[config.mk]
export PLATFORM = sky130hd
export DESIGN_NAME = csh_lane
export DESIGN_NICKNAME = d
export VERILOG_FILES = /design/src/rtl/csh_pkg.sv /design/src/rtl/csh_lane.sv
export SDC_FILE = /design/constraint.sdc
export NUM_CORES = 1
export LEC_CHECK = 0
export ABC_AREA = 1
export BUFFER_PORTS_ARGS = -buffer_cell sky130_fd_sc_hd__buf_2
export CORE_MARGIN = 2
export CORE_UTILIZATION = 60
export DETAILED_ROUTE_END_ITERATION = 8
export GPL_TIMING_DRIVEN = 0
export PLACE_DENSITY = 0.87
export SLEW_MARGIN = 0
export SYNTH_ARGS = -nofsm -noshare
export SYNTH_HDL_FRONTEND = slang
export SYNTH_SLANG_ARGS = --single-unit
[constraint.sdc]
create_clock -name vclk -period 12
set_input_delay 1.8 -clock vclk [all_inputs]
set_output_delay 1.8 -clock vclk [all_outputs]
set_load 0.01 [all_outputs]
[src/rtl/csh_pkg.sv]
// Shared constants and types for the cross-kernel sharpen block.
`default_nettype none
package csh_pkg;

  localparam int MAX_WIDTH  = 4096;
  localparam int MAX_HEIGHT = 4096;
  localparam int CHANNELS   = 3;
  localparam int MIN_DIM    = 3;
  localparam int CHAN_W     = 8;
  localparam int DIM_W      = 13;
  localparam int COL_W      = $clog2(MAX_WIDTH);
  localparam int ROW_W      = $clog2(MAX_HEIGHT);
  localparam int CFG_IDX_W  = 1;

  typedef enum logic [CFG_IDX_W-1:0] {
    REG_FRAME_WIDTH  = 1'b0,
    REG_FRAME_HEIGHT = 1'b1
  } cfg_reg_t;

  typedef enum logic {
    REQ_PIXEL = 1'b0,
    REQ_DRAIN = 1'b1
  } req_t;

  typedef logic [CHANNELS-1:0][CHAN_W-1:0] pix_t;

  typedef struct packed {
    logic              req_type;
    logic [CHAN_W-1:0] in_blue;
    logic [CHAN_W-1:0] in_green;
    logic [CHAN_W-1:0] in_red;
  } in_t;

  typedef struct packed {
    logic [CHAN_W-1:0] out_blue;
    logic [CHAN_W-1:0] out_green;
    logic [CHAN_W-1:0] out_red;
    logic              frame_end;
  } out_t;

  // write/read controls of one line store
  typedef struct packed {
    logic             we;
    logic [COL_W-1:0] waddr;
    logic             re;
    logic [COL_W-1:0] raddr;
  } ram_ctl_t;

endpackage
`default_nettype wire

[src/rtl/csh_lane.sv]
// One channel of the cross kernel: 5*c - l - r - u - d, clamped to 0..255.
`default_nettype none
module csh_lane (
  input  wire logic [csh_pkg::CHAN_W-1:0] c,
  input  wire logic [csh_pkg::CHAN_W-1:0] l,
  input  wire logic [csh_pkg::CHAN_W-1:0] r,
  input  wire logic [csh_pkg::CHAN_W-1:0] u,
  input  wire logic [csh_pkg::CHAN_W-1:0] d,
  output logic      [csh_pkg::CHAN_W-1:0] y
);

  localparam int SUM_W = csh_pkg::CHAN_W + 4;

  logic        [SUM_W-1:0] five_c;
  logic        [SUM_W-1:0] ring;
  logic signed [SUM_W-1:0] v;

  always_comb begin
    five_c = (SUM_W'(c) << 2) + SUM_W'(c);
    ring   = SUM_W'(l) + SUM_W'(r) + SUM_W'(u) + SUM_W'(d);
    v      = $signed(five_c - ring);
    if (v < 0) begin
      y = '0;
    end else if (v > $signed(SUM_W'((1 << csh_pkg::CHAN_W) - 1))) begin
      y = '1;
    end else begin
      y = v[csh_pkg::CHAN_W-1:0];
    end
  end

endmodule
`default_nettype wire

==> flow_summary.yaml, run 1 <==
finish:
  fillers: 224
  most-common-layout-cells: "91 x inv_1, 48 x buf_2, 35 x nand2_1, 30 x fa_1, 15 x ha_1"
  layout_commonest_cell: "inv_1"
  ff_latch_area_um2: 0
  syn2layout_area_growth_pct: 17.4
  nFlopsAndLatches: 0
  clock_buffers: 0
  n_antenna_cell: 0
  multi_input_area_um2: 1250
  drive_gt1_share_pct: 21.7
  nets: 359
route:
  drt_iter0_drc: 23
  routed_wl_mm: 2.58
  wire_per_inst_um: 8.55
  drtAntennaViolNets: 0
  drc: 0
  routed_via_density: 4.64
  vias: 1400
  dr.pass1.iters: 4
worst_setup_path:
  cp_slowest_cell: "fa_1"
  path_max_fanout: 8
  cpMostUsedCell: "fa_1"
  cp-end-kind: "output port"
  worst-setup-path-type: "input pin to output port"
  required_ns: 10.20
  critical-path-top-delay-family: "adder cells"
  worstSetupStartpointType: "input pin"
  worstPathArrival_ns: 5.10
  cpPeakStageDelay_ns: 0.55
  path_cells: "buf_2, inv_1, fa_1, fa_1, inv_1, fa_1, inv_1, fa_1, nand3_1, nand3_2, nand2_2, nand3_1, nand2_1, nand3_2, nor2_4, a21oi_1, buf_2"
  cp_num_buf_inv: 5
outcome:
  status: "complete, no violations"
power_and_ir_drop:
  powerDensity_nw_per_um2: 179
  power_w: 0.000335
  pwr-share-seq_pct: 0
  ir_drop_mv: 0.133
  power_leakage_nw: 1.22
  power_frac_comb_pct: 100.0
  power_frac_clock_pct: 0
  p_sw_w: 0.000201
  swShare_pct: 60.1
  intPower_w: 0.000134
sta:
  setup_tns_ns: 0
  setup_viol: 0
  slew_violations: 0
  fmax_mhz: 145
  slew_headroom_pct: 79.0
  final-hold-violation-count: 0
  min_period_over_period_pct: 57.5
  rsz0062_at_grt: "false"
  worst-slew-pin-transition_ns: 0.315
  period_minus_slack_ns: 6.90
grt:
  antenna_found_initial: 0
  grt_pass1_wl_mm: 5.18
  grt_usage_pct: 19.7
  grt.overflow.total: 0
  grt_pass1_vias: 1387
  grt_max_degree: 9
cts:
  cts-hold-fix-buffers: 0
  postCtsSetupBuffers: 0
  cts_resized: 0
place:
  port_buffers: 48
  hpwl_mm: 2.50
  gp_congestion: 0.866
synthesis:
  ys_warn_count: 0
  synthCells: 224
  syn-mean-instance-area_um2: 7.12
  synth_cell_types: 23
  syn-num-nets: 309
  netlist_area_um2: 1600
  synthXorXnorAreaFrac_pct: 3.84
  synth_compound_area_share_pct: 6.20
  ys_seq_area_share_pct: 0
  synthSimpleGateAreaFrac_pct: 18.5
  synth_top_family_by_area: "adder cells"
  synthMuxAreaShare_pct: 0.627
  synthAdderAreaFrac_pct: 49.4
min_path:
  hold_class: "input pin to output port"
floorplanning:
  rows: 18
  start_util_pct: 63.8
  die_h_um: 55.6
  core-area_um2: 2500
  chipWidth_um: 55.6
  die-area_um2: 3090
  ios: 48
flow_run:
  maxCapViolations: 0
kinds of logic after synthesis:
family                   Yosys count
AO/OA/AOI/OAI                     18
XOR/XNOR                           7
adder cells (fa/ha/maj)           45
buffers and inverters             91
multiplexers                       1
AND/OR/NAND/NOR                   62
tightest hold or removal path: cells and delay by family:
kind / cells / cell delay, ns
AOI/OAI and AO/OA: 1 / 0.11
adders and majority gates: 1 / 0.15
buffers and inverters: 3 / 0.32
final timing paths:
| path | from | to | cells past startpoint |
|---|---|---|---|
| max | r[1] | y[3] | 17 |
| min | c[0] | y[0] | 5 |
cell usage after synthesis, drive strengths merged:
cell / count / area [um^2]
a31oi: 1 / 6.26
or2: 1 / 6.26
nand3b: 1 / 7.51
fa: 30 / 601
o21ai: 1 / 5.00
xor2: 4 / 35.0
nand2: 39 / 156
a211o: 1 / 8.76
nand3: 9 / 55.1
mux2i: 1 / 10.0
a21oi: 15 / 78.8
xnor2: 3 / 26.3
inv: 91 / 342
ha: 15 / 188
nor2: 9 / 46.3
nand4: 2 / 18.8
nor3: 1 / 5.00
cell type report:
cell class         count  share of cell area [%]
inverters             91                    18.2
well taps             30                    2.00
multi-input cells    133                    66.9
repair buffers        48                    12.8
power groups by stage:
stage               combinational (W)  clock, W  sequential, W
floorplan                    0.000265         0              0
global placement             0.000329         0              0
detailed placement           0.000336         0              0
CTS                          0.000338         0              0
global route                 0.000391         0              0
finish                       0.000335         0              0
per-layer routing:
metal	vias up	global-route usage, %	wire [um]
met5	-	0	0
met3	0	0.937	104
met4	0	0.697	0
met2	25	39.6	1390
met1	640	23.9	1080
li1	735	-	-
metrics by stage:
step           cell area [um^2]  util (%)  hold slack (ns)  setup WS [ns]  std cells
3_5_place_dp               1870      74.9             4.19           5.12        302
6_report                   1870      74.9             4.18           5.10        302
2_1_floorplan              1600         -             3.93           5.51        224
5_1_grt                    1870      74.9             4.27           4.87        302
4_1_cts                    1870      74.9             4.20           5.11        302
3_3_place_gp               1870      74.9             4.18           5.15        302
Note: power is estimated with default switching activity, not from simulation.
==> inputs of run 2 (changes only) <==
--- a/config.mk
+++ b/config.mk
@@ -8,10 +8,10 @@
 export ABC_AREA = 1
 export BUFFER_PORTS_ARGS = -buffer_cell sky130_fd_sc_hd__buf_2
 export CORE_MARGIN = 2
-export CORE_UTILIZATION = 60
+export CORE_UTILIZATION = 50
 export DETAILED_ROUTE_END_ITERATION = 8
 export GPL_TIMING_DRIVEN = 0
-export PLACE_DENSITY = 0.87
+export PLACE_DENSITY = 0.77
 export SLEW_MARGIN = 0
 export SYNTH_ARGS = -nofsm -noshare
 export SYNTH_HDL_FRONTEND = slang
==> constraint.sdc (replaced) <==
create_clock -name vclk -period 5.9
set_input_delay 0.885 -clock vclk [all_inputs]
set_output_delay 0.885 -clock vclk [all_outputs]
set_load 0.01 [all_outputs]
==> run 2 against run 1 <==
Net effect:
- critical path depth unchanged
- global-route usage shrank 3.3 points
- via count fell by 2.0%
- first-iteration DRC count fell by 43%
- setup slack worse by 4.2 ns
- largest power group unchanged
==> flow_summary.yaml, run 2 (synthesized netlist as in run 1, its figures left out) <==
outcome:
  status: "complete, no violations"
cts:
  cts-hold-fix-buffers: 0
  postCtsSetupBuffers: 0
  cts_resized: 0
floorplanning:
  start_util_pct: 52.3
  core-area_um2: 3050
  chipWidth_um: 60.5
  rows: 20
  ios: 48
  die-area_um2: 3660
  die_h_um: 60.5
grt:
  grt_pass1_wl_mm: 4.82
  grt_use_met2_pct: 34.5
  antenna_found_initial: 0
  grt_pass1_vias: 1304
  grt.overflow.total: 0
  grtUsageMet1_pct: 19.6
  grt_usage_pct: 16.4
  grt_use_met3_pct: 0
  top_usage_layer: "met2"
  grt_max_degree: 9
finish:
  nets: 359
  n_antenna_cell: 0
  drive_gt1_share_pct: 21.7
  most-common-layout-cells: "91 x inv_1, 48 x buf_2, 35 x nand2_1, 30 x fa_1, 15 x ha_1"
  fillers: 305
  fin_cells: 316
  nFlopsAndLatches: 0
  multi_input_area_um2: 1250
  clock_buffers: 0
  ff_latch_area_um2: 0
  syn2layout_area_growth_pct: 18.5
  layout_commonest_cell: "inv_1"
worst_setup_path:
  worstSetupStartpointType: "input pin"
  cp-end-kind: "output port"
  worstPathArrival_ns: 4.16
  cpPeakStageDelay_ns: 0.55
  required_ns: 5.02
  cp_num_buf_inv: 5
  cpMostUsedCell: "fa_1"
  worst-setup-path-type: "input pin to output port"
  cp_slowest_cell: "fa_1"
  path_cells: "buf_2, inv_1, fa_1, fa_1, inv_1, fa_1, inv_1, fa_1, nand3_1, nand3_2, nand2_2, nand3_1, nand2_1, nand3_2, nor2_4, a21oi_1, buf_2"
  critical-path-top-delay-family: "adder cells"
  path_max_fanout: 8
power_and_ir_drop:
  powerDensity_nw_per_um2: 360
  ir_drop_mv: 0.142
  power_leakage_nw: 1.22
route:
  wire_per_inst_um: 8.18
  drtAntennaViolNets: 0
  drc: 0
  dr.pass1.iters: 4
  routed_wl_mm: 2.59
  drt_iter0_drc: 13
  routed_via_density: 4.34
  vias: 1372
sta:
  min_period_over_period_pct: 85.4
  setup_tns_ns: 0
  rsz0062_at_grt: "false"
  worst-slew-pin-transition_ns: 0.361
  period_minus_slack_ns: 5.04
  final-hold-violation-count: 0
  slew_violations: 0
  fmax_mhz: 198
  slew_headroom_pct: 76.0
  setup_viol: 0
place:
  hpwl_mm: 2.49
  dp_cells: 316
  gp_congestion: 0.801
  port_buffers: 48
min_path:
  hold_class: "input pin to output port"
flow_run:
  maxCapViolations: 0
[run 2: worst min-delay path, cell delays in order]
cell and delay [ns]:
buf_2 0.16, ha_1 0.15, inv_1 0.03, a21oi_1 0.12, buf_2 0.13
[run 2: cell type report]
cell class	instances	area share, %
Multi-Input combinational cell	133	66.3
Tap cell	44	2.91
Timing Repair Buffer	48	12.7
Inverter	91	18.1
[run 2: power by group]
| part | leakage, nW | total (W) | internal, W | switching (W) |
|---|---|---|---|---|
| registers | 0 | 0 | 0 | 0 |
| logic | 1.22 | 0.000681 | 0.000271 | 0.000410 |
| clock network | 0 | 0 | 0 | 0 |
[run 2: per-layer routing]
layer	up-vias	share of wire [%]	wire, um
li1	732	-	-
met1	615	43	1120
met2	25	53	1370
met3	0	3.6	92
met4	0	0	0
met5	-	0	0
[run 2: final timing paths]
path,start,endpoint,slack (ns),cells past startpoint
setup / recovery,r[1],y[3],0.86,17
hold / removal,c[0],y[0],2.36,5
[run 2: through the flow]
stage / hold slack (ns) / worst slack (ns) / total power (W) / util [%] / area [um^2]
after floorplan: 2.10 / 1.24 / 0.000540 / - / 1600
after global routing: 2.41 / 0.629 / 0.000792 / 61.9 / 1890
after global placement: 2.36 / 0.878 / 0.000677 / 61.9 / 1890
after CTS: 2.37 / 0.846 / 0.000690 / 61.9 / 1890
after detailed placement: 2.38 / 0.862 / 0.000687 / 61.9 / 1890
final: 2.36 / 0.860 / 0.000681 / 61.9 / 1890
